===== src/hw/rtl/int16_int4_scaled_dot_product_macros.svh =====
// assertion macros shared by the dot product modules
`ifndef INT16_INT4_SCALED_DOT_PRODUCT_MACROS_SVH
`define INT16_INT4_SCALED_DOT_PRODUCT_MACROS_SVH

// same-cycle implication, disabled during reset
`define I16I4SDP_ASSERT_NOW(label, clk, rst, ante, cons) \
  label: assert property (@(posedge clk) disable iff (rst) (ante) |-> (cons)) \
    else $error("same-cycle check failed");

// next-cycle implication, disabled during reset
`define I16I4SDP_ASSERT_NEXT(label, clk, rst, ante, cons) \
  label: assert property (@(posedge clk) disable iff (rst) (ante) |=> (cons)) \
    else $error("next-cycle check failed");

`endif


===== src/hw/rtl/i16i4sdp_pkg.sv =====
// shared types and constants of the int16 x int4 scaled dot product
`timescale 1ns / 1ps

package i16i4sdp_pkg;

  // field widths
  localparam int ACT_W       = 16;
  localparam int WGT_W       = 4;
  localparam int SCALE_W     = 16;
  localparam int ACC_W       = 64;
  localparam int HALF_W      = ACC_W / 2;
  localparam int SHIFT_W     = 6;
  localparam int PROD_W      = ACT_W + WGT_W;
  localparam int GRP_W       = PROD_W + SCALE_W;
  localparam int PART_W      = HALF_W + SCALE_W;
  localparam int IN_FIELDS_W = ACT_W + WGT_W + SCALE_W;
  localparam int IN_TDATA_W  = ((IN_FIELDS_W + 7) / 8) * 8;
  localparam int RESULT_WIDTH_DEF = 28;

  // configuration port
  localparam int CFG_IDX_W  = 1;
  localparam int CFG_DATA_W = SHIFT_W;

  typedef enum logic [CFG_IDX_W-1:0] {
    REG_SCALE_MODE   = 1'b0,
    REG_SHIFT_AMOUNT = 1'b1
  } cfg_reg_t;

  // controller states
  typedef enum logic [2:0] {
    S_IDLE,
    S_PROD,
    S_GROUP,
    S_ACCUM,
    S_SCALE_LO,
    S_SCALE_HI,
    S_COMBINE,
    S_FINISH
  } state_t;

  // controller to datapath commands
  typedef struct packed {
    logic load;
    logic mul_act;
    logic mul_group;
    logic accumulate;
    logic scale_lo;
    logic scale_hi;
    logic combine;
    logic finish;
  } cmd_t;

  // datapath to controller status
  typedef struct packed {
    logic last;
    logic can_load;
  } sts_t;

endpackage


===== src/hw/rtl/i16i4sdp_ctrl.sv =====
// controller state machine sequencing one element at a time
`timescale 1ns / 1ps
`include "int16_int4_scaled_dot_product_macros.svh"

module i16i4sdp_ctrl (
  input  logic                clk,
  input  logic                rst,
  input  logic                s_tvalid,
  output logic                s_tready,
  output i16i4sdp_pkg::cmd_t  cmd,
  input  i16i4sdp_pkg::sts_t  sts
);
  import i16i4sdp_pkg::*;

  state_t state;
  state_t state_next;

  // state register
  always_ff @(posedge clk) begin
    if (rst) begin
      state <= S_IDLE;
    end else begin
      state <= state_next;
    end
  end

  // next state
  always_comb begin
    state_next = state;
    case (state)
      S_IDLE: begin
        if (s_tvalid) state_next = S_PROD;
      end
      S_PROD:     state_next = S_GROUP;
      S_GROUP:    state_next = S_ACCUM;
      S_ACCUM: begin
        state_next = sts.last ? S_SCALE_LO : S_IDLE;
      end
      S_SCALE_LO: state_next = S_SCALE_HI;
      S_SCALE_HI: state_next = S_COMBINE;
      S_COMBINE:  state_next = S_FINISH;
      S_FINISH: begin
        if (sts.can_load) state_next = S_IDLE;
      end
      default:    state_next = S_IDLE;
    endcase
  end

  // outputs
  always_comb begin
    cmd      = '0;
    s_tready = 1'b0;
    case (state)
      S_IDLE: begin
        s_tready = 1'b1;
        cmd.load = s_tvalid;
      end
      S_PROD:     cmd.mul_act    = 1'b1;
      S_GROUP:    cmd.mul_group  = 1'b1;
      S_ACCUM:    cmd.accumulate = 1'b1;
      S_SCALE_LO: cmd.scale_lo   = 1'b1;
      S_SCALE_HI: cmd.scale_hi   = 1'b1;
      S_COMBINE:  cmd.combine    = 1'b1;
      S_FINISH:   cmd.finish     = sts.can_load;
      default:    cmd            = '0;
    endcase
  end

  // checks
  `I16I4SDP_ASSERT_NEXT(a_accept_starts, clk, rst, s_tvalid && s_tready, state == S_PROD)
  `I16I4SDP_ASSERT_NOW(a_finish_has_room, clk, rst, cmd.finish, sts.can_load)
  `I16I4SDP_ASSERT_NEXT(a_finish_to_idle, clk, rst, cmd.finish, state == S_IDLE)

endmodule


===== src/hw/rtl/i16i4sdp_dp.sv =====
// datapath: multipliers, accumulator, final scaling and output register
`timescale 1ns / 1ps
`include "int16_int4_scaled_dot_product_macros.svh"

module i16i4sdp_dp #(
  parameter int RESULT_WIDTH = i16i4sdp_pkg::RESULT_WIDTH_DEF
) (
  input  logic                                   clk,
  input  logic                                   rst,
  input  logic [i16i4sdp_pkg::IN_TDATA_W-1:0]    s_tdata,
  input  logic                                   s_tlast,
  output logic                                   m_tvalid,
  input  logic                                   m_tready,
  output logic [RESULT_WIDTH-1:0]                out_data,
  input  logic                                   cfg_valid,
  input  logic [i16i4sdp_pkg::CFG_IDX_W-1:0]     cfg_index,
  input  logic [i16i4sdp_pkg::CFG_DATA_W-1:0]    cfg_data,
  input  i16i4sdp_pkg::cmd_t                     cmd,
  output i16i4sdp_pkg::sts_t                     sts
);
  import i16i4sdp_pkg::*;

  // configuration registers
  logic               scale_mode;
  logic [SHIFT_W-1:0] shift_amount;

  // captured element
  logic [ACT_W-1:0]   act_q;
  logic [WGT_W-1:0]   wgt_q;
  logic [SCALE_W-1:0] scale_q;
  logic               last_q;

  // pipeline values
  logic signed [PROD_W-1:0] prod_q;
  logic signed [GRP_W-1:0]  grp_q;
  logic [ACC_W-1:0]         acc;
  logic [PART_W-1:0]        part_lo;
  logic [HALF_W-1:0]        part_hi;
  logic [ACC_W-1:0]         sum_q;

  logic signed [PROD_W-1:0] act_ext;
  logic signed [PROD_W-1:0] wgt_ext;
  logic signed [GRP_W-1:0]  prod_ext;
  logic signed [GRP_W-1:0]  scale_ext;
  logic signed [GRP_W-1:0]  grp_next;
  logic [PART_W-1:0]        part_lo_next;
  logic [PART_W-1:0]        hi_full;
  logic [ACC_W-1:0]         round_term;
  logic [ACC_W-1:0]         sum_next;
  logic signed [ACC_W-1:0]  shifted;

  // configuration writes
  always_ff @(posedge clk) begin
    if (rst) begin
      scale_mode   <= 1'b0;
      shift_amount <= '0;
    end else if (cfg_valid) begin
      case (cfg_index)
        REG_SCALE_MODE:   scale_mode   <= cfg_data[0];
        REG_SHIFT_AMOUNT: shift_amount <= cfg_data;
        default: ;
      endcase
    end
  end

  // capture the element fields on an input transaction
  always_ff @(posedge clk) begin
    if (cmd.load) begin
      act_q   <= s_tdata[ACT_W-1:0];
      wgt_q   <= s_tdata[ACT_W+WGT_W-1:ACT_W];
      scale_q <= s_tdata[IN_FIELDS_W-1:ACT_W+WGT_W];
      last_q  <= s_tlast;
    end
  end

  // activation times weight
  assign act_ext = {{(PROD_W-ACT_W){act_q[ACT_W-1]}}, act_q};
  assign wgt_ext = {{(PROD_W-WGT_W){wgt_q[WGT_W-1]}}, wgt_q};

  // optional group scale on the registered product
  assign prod_ext  = {{(GRP_W-PROD_W){prod_q[PROD_W-1]}}, prod_q};
  assign scale_ext = {{(GRP_W-SCALE_W){scale_q[SCALE_W-1]}}, scale_q};
  assign grp_next  = scale_mode ? (prod_ext * scale_ext) : prod_ext;

  // per-tensor scale, split into two 32 x 16 partial products
  assign part_lo_next = PART_W'(acc[HALF_W-1:0]) * PART_W'(scale_q);
  assign hi_full      = PART_W'(acc[ACC_W-1:HALF_W]) * PART_W'(scale_q);

  // combine partials and add the rounding half lsb in per-tensor mode; group mode passes the accumulator through
  assign round_term = (shift_amount != '0) ?
                      (ACC_W'(1) << (shift_amount - SHIFT_W'(1))) : '0;
  assign sum_next   = scale_mode ? acc :
                      (ACC_W'(part_lo) + {part_hi, {HALF_W{1'b0}}} + round_term);

  // arithmetic shift of the final sum
  assign shifted = $signed(sum_q) >>> shift_amount;

  // product pipeline and final scaling registers
  always_ff @(posedge clk) begin
    if (cmd.mul_act)   prod_q  <= act_ext * wgt_ext;
    if (cmd.mul_group) grp_q   <= grp_next;
    if (cmd.scale_lo)  part_lo <= part_lo_next;
    if (cmd.scale_hi)  part_hi <= hi_full[HALF_W-1:0];
    if (cmd.combine)   sum_q   <= sum_next;
  end

  // wrapping accumulator, cleared when a result is issued
  always_ff @(posedge clk) begin
    if (rst) begin
      acc <= '0;
    end else if (cmd.finish) begin
      acc <= '0;
    end else if (cmd.accumulate) begin
      acc <= acc + {{(ACC_W-GRP_W){grp_q[GRP_W-1]}}, grp_q};
    end
  end

  // output register
  always_ff @(posedge clk) begin
    if (rst) begin
      m_tvalid <= 1'b0;
    end else if (cmd.finish) begin
      m_tvalid <= 1'b1;
    end else if (m_tready) begin
      m_tvalid <= 1'b0;
    end
  end

  always_ff @(posedge clk) begin
    if (cmd.finish) out_data <= shifted[RESULT_WIDTH-1:0];
  end

  // status back to the controller
  assign sts.last     = last_q;
  assign sts.can_load = !m_tvalid || m_tready;

  // checks
  `I16I4SDP_ASSERT_NOW(a_cmd_onehot, clk, rst, 1'b1, $onehot0(cmd))
  `I16I4SDP_ASSERT_NEXT(a_finish_clears, clk, rst, cmd.finish, acc == '0)
  `I16I4SDP_ASSERT_NEXT(a_finish_presents, clk, rst, cmd.finish, m_tvalid)

endmodule


===== src/hw/rtl/int16_int4_scaled_dot_product.sv =====
// Streaming int16 x int4 dot product with per-tensor or per-group scaling.
//
// Input stream s_*: one activation / weight / scale element per transaction,
// s_tlast marks the final element of a vector. Output stream m_*: one
// RESULT_WIDTH-bit result per vector, issued after the element with tlast.
// Configuration channel cfg_*: index 0 scale_mode, index 1 shift_amount,
// always ready; write only while the block is idle.
// Each element is captured on acceptance, then goes through the activation x
// weight multiply, the group-scale multiply and the accumulate before the next
// element is accepted; the controller runs one element at a time.
// A last element then goes through the two 32 x 16 partial products of the
// per-tensor scale, the combine with rounding and the shift into the output
// register, which waits until that register can take the result.
// The output register holds a result until taken; the next vector can be
// accumulated meanwhile, and only its own final step waits for the register.
// Reset clears the accumulator, both configuration registers and m_tvalid.
`timescale 1ns / 1ps

module int16_int4_scaled_dot_product #(
  parameter int RESULT_WIDTH = i16i4sdp_pkg::RESULT_WIDTH_DEF
) (
  input  logic                                     clk,
  input  logic                                     rst,
  // activation [15:0], weight_nibble [19:16], scale_raw [35:20], zero pad
  input  logic [i16i4sdp_pkg::IN_TDATA_W-1:0]      s_tdata,
  input  logic                                     s_tlast,
  input  logic                                     s_tvalid,
  output logic                                     s_tready,
  // dot_result [RESULT_WIDTH-1:0], zero pad to whole bytes
  output logic [((RESULT_WIDTH + 7) / 8) * 8 - 1:0] m_tdata,
  output logic                                     m_tvalid,
  input  logic                                     m_tready,
  input  logic                                     cfg_valid,
  output logic                                     cfg_ready,
  input  logic [i16i4sdp_pkg::CFG_IDX_W-1:0]       cfg_index,
  input  logic [i16i4sdp_pkg::CFG_DATA_W-1:0]      cfg_data
);
  import i16i4sdp_pkg::*;

  localparam int OUT_TDATA_W = ((RESULT_WIDTH + 7) / 8) * 8;

  cmd_t                    cmd;
  sts_t                    sts;
  logic [RESULT_WIDTH-1:0] out_data;

  // configuration writes are always accepted
  assign cfg_ready = 1'b1;

  // sequencer
  i16i4sdp_ctrl u_ctrl (
    .clk      (clk),
    .rst      (rst),
    .s_tvalid (s_tvalid),
    .s_tready (s_tready),
    .cmd      (cmd),
    .sts      (sts)
  );

  // arithmetic and output register
  i16i4sdp_dp #(
    .RESULT_WIDTH (RESULT_WIDTH)
  ) u_dp (
    .clk       (clk),
    .rst       (rst),
    .s_tdata   (s_tdata),
    .s_tlast   (s_tlast),
    .m_tvalid  (m_tvalid),
    .m_tready  (m_tready),
    .out_data  (out_data),
    .cfg_valid (cfg_valid),
    .cfg_index (cfg_index),
    .cfg_data  (cfg_data),
    .cmd       (cmd),
    .sts       (sts)
  );

  // zero-pad the result to whole bytes
  assign m_tdata = OUT_TDATA_W'(out_data);

endmodule

===== config.mk =====
export PLATFORM = sky130hd
export DESIGN_NAME = int16_int4_scaled_dot_product
export DESIGN_NICKNAME = d
export VERILOG_FILES = /design/src/hw/rtl/i16i4sdp_pkg.sv /design/src/hw/rtl/i16i4sdp_ctrl.sv /design/src/hw/rtl/i16i4sdp_dp.sv /design/src/hw/rtl/int16_int4_scaled_dot_product.sv
export VERILOG_INCLUDE_DIRS = /design/src /design/src/hw/rtl
export SDC_FILE = /design/constraint.sdc
export NUM_CORES = 2
export LEC_CHECK = 0
export ABC_AREA = 1
export BUFFER_PORTS_ARGS = -buffer_cell sky130_fd_sc_hd__buf_2
export CAP_MARGIN = 20
export CORE_ASPECT_RATIO = 0.75
export CORE_MARGIN = 2
export CORE_UTILIZATION = 49
export DETAILED_ROUTE_END_ITERATION = 12
export PLACE_DENSITY = 0.66
export REMOVE_ABC_BUFFERS = 1
export SLEW_MARGIN = 20
export SYNTH_ARGS = -nofsm -noshare
export SYNTH_HDL_FRONTEND = slang
export SYNTH_SLANG_ARGS = --single-unit

===== constraint.sdc =====
create_clock -name clk -period 7.4 [get_ports clk]
set_input_delay 0 -clock clk [delete_from_list [all_inputs] [get_ports clk]]
set_output_delay 0 -clock clk [all_outputs]
set_load 0.02 [all_outputs]

[Yosys cells after proc, flatten, opt, wreduce, memory -nomap -nowiden]
Index checks and enable logic that the tools add are counted.
Cells by class
  bitwise operators: 1
  add/sub/neg operators: 4
  div/mod/pow operators: 0
  shift-type cells: 2
  eq/ne operators: 9
  multiply operators: 4
  order comparisons: 0
  muxes and demuxes: 18
  reduce and logical (&&, ||, !) cells: 9
Operator list (count)
  adder 64 bit: 2
  two-way mux 64 bit: 2
  adder 48 x 64 -> 64 bit: 1
  left shift 1 x 6 -> 64 bit, first input constant: 1
  >>> shifter 64 x 6 -> 28 bit: 1
  multiplier 32 x 16 -> 48 bit: 1
  multiplier 20 x 16 -> 36 bit: 1
  two-way mux 36 bit: 1
  multiplier 32 x 16 -> 32 bit: 1
  one-hot mux 3 bit (8 select lines): 1
  multiplier 16 x 4 -> 20 bit: 1
  equality test 3 bit, second input constant: 4
  two-way mux 1 bit: 11
  two-way mux 3 bit: 3
  equality test 3 x 2 -> 1 bit, second input constant: 2
  AND reduction 2 bit: 3
  nonzero test 6 bit: 1
  subtractor 6 x 1 -> 6 bit, second input constant: 1
  equality test 3 x 1 -> 1 bit, second input constant: 1
  zero test 3 bit: 1
  inequality test 2 x 1 -> 1 bit, second input constant: 1
  inequality test 2 bit, second input constant: 1
  nonzero test 2 bit: 1
  OR reduction 2 bit: 1
  3 further kinds: 3
Storage, ports and cells
  input port bits: 53
  bits in writable memories: 0
  flip-flop bits (word level): 340
  output and inout bits: 35
  bits in latches: 0
  memory bits (read-only): 0
  memories kept: 0

[Logic depth before layout (Yosys ltp)]
  word-level depth: 5
  depth in mapped cells: 29

[Modules after synthesis]
Synthesis repeated with hierarchy kept, for this count alone.
Unflattened totals
  cell total of the unflattened synthesis: 9711
  area total of the unflattened synthesis: 70201.1 µm²
By module, submodules not included
  i16i4sdp_dp: cells each 9670, times used 1, area an instance 69929.6 µm², sequential area each 9399.0 µm²
  i16i4sdp_ctrl: cells each 34, times used 1, area an instance 226.5 µm², sequential area each 60.1 µm²
  int16_int4_scaled_dot_product: cells each 7, times used 1, area an instance 45.0 µm², sequential area each 0.0 µm²

[Worst setup path after synthesis]
OpenSTA, ideal clock, no wires.
  kind: reg2reg
  start: reg u_dp.scale_q[4]
  end: reg u_dp.grp_q[35] (data pin)
  setup time: 258 ps
  period minus slack after synthesis: 6004 ps
  arrival time: 5746 ps
  cell stages (with the launch flop): 25
  required time: 7142 ps
  path buffers: 3
  setup slack: 1396 ps
  path through: edfxtp_1 -> clkbuf_1 -> clkbuf_1 -> clkbuf_1 -> nand2_1 -> fa_1 -> inv_1 -> fa_1 -> fa_1 -> fa_1 -> inv_1 -> fa_1 -> fa_1 -> inv_1 -> ha_1 -> inv_1 -> nor3_1 -> inv_1 -> nor2_1 -> nand2_1 -> and2_0 -> nand2_1 -> nand2_1 -> nand3_1 -> nand2_1
Between the ends
  word-level cells in the longest chain between the ends: 2
Ends and longest elaborated chain
  start: declaration: line i16i4sdp_dp.sv:30  | logic [SCALE_W-1:0] scale_q;
  start signal: assignment: line i16i4sdp_dp.sv:71  | scale_q <= s_tdata[IN_FIELDS_W-1:ACT_W+WGT_W];
  multiplier 20 x 16 -> 36 bit: line i16i4sdp_dp.sv:83  | assign grp_next = scale_mode ? (prod_ext * scale_ext) : prod_ext;
  two-way mux 36 bit: line i16i4sdp_dp.sv:83
  via u_dp.grp_next[35]: line i16i4sdp_dp.sv:45  | logic signed [GRP_W-1:0] grp_next;
  end signal: assignment: line i16i4sdp_dp.sv:101  | if (cmd.mul_group) grp_q <= grp_next;
  end: declaration: line i16i4sdp_dp.sv:35  | logic signed [GRP_W-1:0] grp_q;
The timed path passes the listed nets, and every way through them passes these cells.
A chain may end at the register's enable or synchronous reset.

[Worst setup path in the final report]
  start: reg u_dp.scale_q[4]
  end: reg u_dp.part_hi[31] (data pin)
Between the ends
  word-level cells in the longest chain between the ends: 1
Ends and longest elaborated chain
  multiplier 32 x 16 -> 32 bit: line i16i4sdp_dp.sv:87  | assign hi_full = PART_W'(acc[ACC_W-1:HALF_W]) * PART_W'(scale_q);
  via u_dp.hi_full[31]: line i16i4sdp_dp.sv:47  | logic [PART_W-1:0] hi_full;
  end signal: assignment: line i16i4sdp_dp.sv:103  | if (cmd.scale_hi) part_hi <= hi_full[HALF_W-1:0];
  end: declaration: line i16i4sdp_dp.sv:38  | logic [HALF_W-1:0] part_hi;
The timed path passes the listed nets, and every way through them passes these cells.

==> parameters.txt <==
Parameter                              Value

Status
  Result of the run    completed

Final layout
  Antenna diode count    0
  Sequential Area    0.00947 mm2
  Share of layout cells above drive strength 1    3.58%
  Number of nets in the final layout    11300
  Filler-free cell count of the finished design    between 10000 and 15000
  Filler cell count in the final layout    between 10000 and 15000
  Synthesis-to-layout area growth    6.13%
  Final standard cell utilization of the core    52.4%
  Area of the multi-input gates    0.0508 mm2

STA
  Endpoints failing setup    0
  RSZ-0062 raised after global routing    no
  Final critical-path share of the clock period    90.0%
  Worst clock skew    0.0321 ns
  Slew Viols, Final    0
  Final sum of negative setup slack    0 ns
  Least-Margin Pin Slew    1.17 ns
  Time the final worst path needs with I/O delays and setup    6.66 ns
  Slew margin rel.    between 20% and 30%
  Maximum clock frequency    150 MHz
  Hold violation total from the final report    0

Synth
  Syn Std Cell Area    0.0706 mm2
  Most instantiated cells after synthesis    2806 x sky130_fd_sc_hd__nand2_1, 2299 x sky130_fd_sc_hd__inv_1, 1091 x sky130_fd_sc_hd__fa_1
  Top area cells in the synthesized netlist    sky130_fd_sc_hd__fa_1 31%, sky130_fd_sc_hd__nand2_1 15%, sky130_fd_sc_hd__inv_1 12%
  Asr flop ratio synth    0%
  Leading area contributor after synthesis    sky130_fd_sc_hd__fa_1
  Per-instance average area after synthesis    7.22 um2
  Number of distinct library cells after synthesis    52
  Number of instances in the synthesized netlist    9780
  Dominant synthesized flop cell    sky130_fd_sc_hd__edfxtp_1
  Top-count cell post-synth    sky130_fd_sc_hd__nand2_1
  Area fraction of the dominant cell type after synthesis    30.9%
  Number of flops mapped to enable cells by yosys    265
  Number of synthesized register bits    340
  Warnings from Yosys    0
  Register area share after synthesis    about 13%

Route
  Drt pass-1 iters    6
  Detailed-route via count    about 62000
  Drt first-iter violations    5461
  DR vias/cell    about 5.4
  Routed wire length    238000 um
  Average wire per standard cell    20.5 um
  Number of DRC violations after detailed routing    0
  Count of antenna-violating nets left after detailed routing    0

Clock tree
  Buffer depth of the longest clock path    3
  Clock tree from TritonCTS    yes
  Clock edge transition at the registers on the reported setup and hold paths    0.07 ns
  Clk Tree Root Cell    sky130_fd_sc_hd__clkbuf_16
  # clock sinks    340
  CTS-repair resized insts    0
  Clock latency at the later pin of the worst-skew pair    0.65 ns
  H-Tree Depth    2
  TritonCTS buffer count    43

Critical path
  Category of the most critical setup path    flip-flop to flip-flop
  Endpoint type of the worst setup path    flip-flop
  Capturing point of the worst reg2reg path    u_dp.part_hi[31]
  R2r worst-path depth    20
  Worst Setup Start Kind    flip-flop
  Worst reg2reg startpoint    u_dp.scale_q[4]
  R2r setup slk    0.74 ns
  Start point of the critical path    u_dp.scale_q[4]
  Largest fanout on the critical path    34
  Required arrival time at the worst endpoint    7.77 ns
  Critical path arrival    7.03 ns

Worst hold path
  Worst hold path class    input pin to flip-flop
  Hold Path Depth    2
  Destination of the worst hold path    u_dp.act_q[0]
  Startpoint of the tightest hold check path    s_tdata[0]

Global routing
  Total global-route track usage    32.7%
  Gr ovfl total    0
  Global-route wire length before repair    ~370000 um
  Initial antenna violation count    8
  Largest net degree at the start of global routing    84
  Vias in the first global route    62900

Placed design
  Post-detailed-placement half-perimeter wirelength    195000 um
  Gp weighted congestion    between 1 and 1.5
  # placed instances    between 10000 and 15000
  Quantity of I/O buffers inserted on ports    78

Floorplan
  Standard-cell row count    120
  Horizontal die dimension    442 um
  Die Footprint    approximately 0.15 mm2
  Core box area    0.143 mm2
  Number of top-level pins    88
  Floorplan die height    333 um
  Initial standard-cell utilization of the core    49.4%

Run
  Number of max-cap violations    0
-- worst max path at each step --
stage | endpoint | slack, ns | depth (start not counted)
after floorplan | u_dp.grp_q[35] | 0.70 | 21
after global placement | u_dp.part_hi[31] | 0.91 | 20
after detailed placement | u_dp.part_lo[41] | 0.87 | 23
after CTS | u_dp.part_lo[41] | 0.86 | 23
after global routing | u_dp.part_lo[41] | 0.43 | 23
final | u_dp.part_hi[31] | 0.74 | 20
-- state kept, by name (all words and copies together) (netlist names), 3 cells and up --
register and count:
u_dp.prod_q 20, u_dp.out_data 28, u_dp.shift_amount 6, u_dp.part_hi 32, u_dp.sum_q 64, u_dp.acc 64
u_dp.wgt_q 4, u_dp.part_lo 48, u_ctrl.state 3, u_dp.grp_q 36, u_dp.scale_q 16, u_dp.act_q 16
-- metal layers --
layer | vias up | wire [um] | part of all wire, % | GRT usage (%)
li1 | 29000 | - | - | -
met1 | 30300 | 105000 | 44 | 45.8
met2 | 2514 | 103000 | 43 | 50.4
met3 | 359 | 23400 | 9.8 | 8.07
met4 | 6 | 7230 | 3.0 | 8.91
met5 | - | 41 | 0.017 | 0
-- cell type report --
| class | instances | area share, % |
|---|---|---|
| multi-input combinational | 6714 | 67.8 |
| sequential | 340 | 12.6 |
| inverter | 2310 | 11.6 |
| tap | 1891 | 3.16 |
| timing repair buffer | 263 | 2.88 |
| clock buffer | 50 | 1.48 |
| clock inverter | 29 | 0.433 |
-- through the flow --
step / setup slack, ns / area [um2] / hold slack, ns
floorplan: 0.699 / 68900 / 0.0691
global route: 0.434 / 74900 / 0.0527
CTS: 0.856 / 74900 / 0.0296
global placement: 0.913 / 72800 / 0.177
detailed placement: 0.874 / 72800 / 0.178
finish: 0.743 / 74900 / 0.0708
-- worst max-delay path, stage by stage (launching register included) --
cell and delay, ns:
sky130_fd_sc_hd__edfxtp_1 0.68, sky130_fd_sc_hd__buf_4 0.53, sky130_fd_sc_hd__nand2_1 0.16, sky130_fd_sc_hd__fa_1 0.58, sky130_fd_sc_hd__inv_1 0.05, sky130_fd_sc_hd__fa_1 0.49
sky130_fd_sc_hd__inv_1 0.06, sky130_fd_sc_hd__fa_1 0.50, sky130_fd_sc_hd__inv_1 0.06, sky130_fd_sc_hd__fa_1 0.53, sky130_fd_sc_hd__inv_1 0.05, sky130_fd_sc_hd__fa_1 0.47
sky130_fd_sc_hd__inv_1 0.05, sky130_fd_sc_hd__fa_1 0.67, sky130_fd_sc_hd__ha_1 0.38, sky130_fd_sc_hd__a21o_1 0.23, sky130_fd_sc_hd__o21ai_0 0.17, sky130_fd_sc_hd__o211ai_1 0.11
sky130_fd_sc_hd__nor2_1 0.28, sky130_fd_sc_hd__nand3b_1 0.16, sky130_fd_sc_hd__nand2_1 0.13
-- kinds of logic after synthesis --
| kind of cell | synth area share [%] |
|---|---|
| AO/OA/AOI/OAI | 7.51 |
| buffers and inverters | 14.7 |
| flip-flops | 13.4 |
| adder cells (fa/ha/maj) | 39.6 |
| XOR/XNOR | 2.04 |
| other | 0.0106 |
| multiplexers | 0.255 |
| AND/OR/NAND/NOR | 22.5 |
-- timing repair --
| item | 4_1_cts | 5_1_grt |
|---|---|---|
| setup buffers | 0 | 0 |
| endpoints found under the hold margin | 48 | 0 |
| hold buffers | 63 | 0 |
-- layout by cell type (no fill, tap or decap), types with 13 or more instances in the layout --
master and count:
sky130_fd_sc_hd__nand3b_1 17, sky130_fd_sc_hd__buf_12 17, sky130_fd_sc_hd__o211ai_1 17, sky130_fd_sc_hd__nand3_1 383
sky130_fd_sc_hd__o21ai_1 14, sky130_fd_sc_hd__o21ai_0 408, sky130_fd_sc_hd__fa_1 1091, sky130_fd_sc_hd__a31oi_1 25
sky130_fd_sc_hd__nand4_1 67, sky130_fd_sc_hd__nand2_1 2805, sky130_fd_sc_hd__a21oi_1 387, sky130_fd_sc_hd__edfxtp_1 265
sky130_fd_sc_hd__dfxtp_1 68, sky130_fd_sc_hd__mux2i_1 18, sky130_fd_sc_hd__nor2_1 576, sky130_fd_sc_hd__clkbuf_16 43
sky130_fd_sc_hd__inv_1 2297, sky130_fd_sc_hd__xnor2_1 60, sky130_fd_sc_hd__ha_1 487, sky130_fd_sc_hd__or2_2 41
sky130_fd_sc_hd__a21boi_0 15, sky130_fd_sc_hd__nor3_1 47, sky130_fd_sc_hd__a21o_1 20, sky130_fd_sc_hd__xor2_1 101
sky130_fd_sc_hd__nor4_1 16, sky130_fd_sc_hd__dlygate4sd3_1 63, sky130_fd_sc_hd__o21a_1 13, sky130_fd_sc_hd__buf_4 104
sky130_fd_sc_hd__o21bai_1 50, sky130_fd_sc_hd__buf_2 78
Power is left out: the tool's default activity adds up to more than one toggle a clock period on the data nets, which glitch-free logic cannot reach.
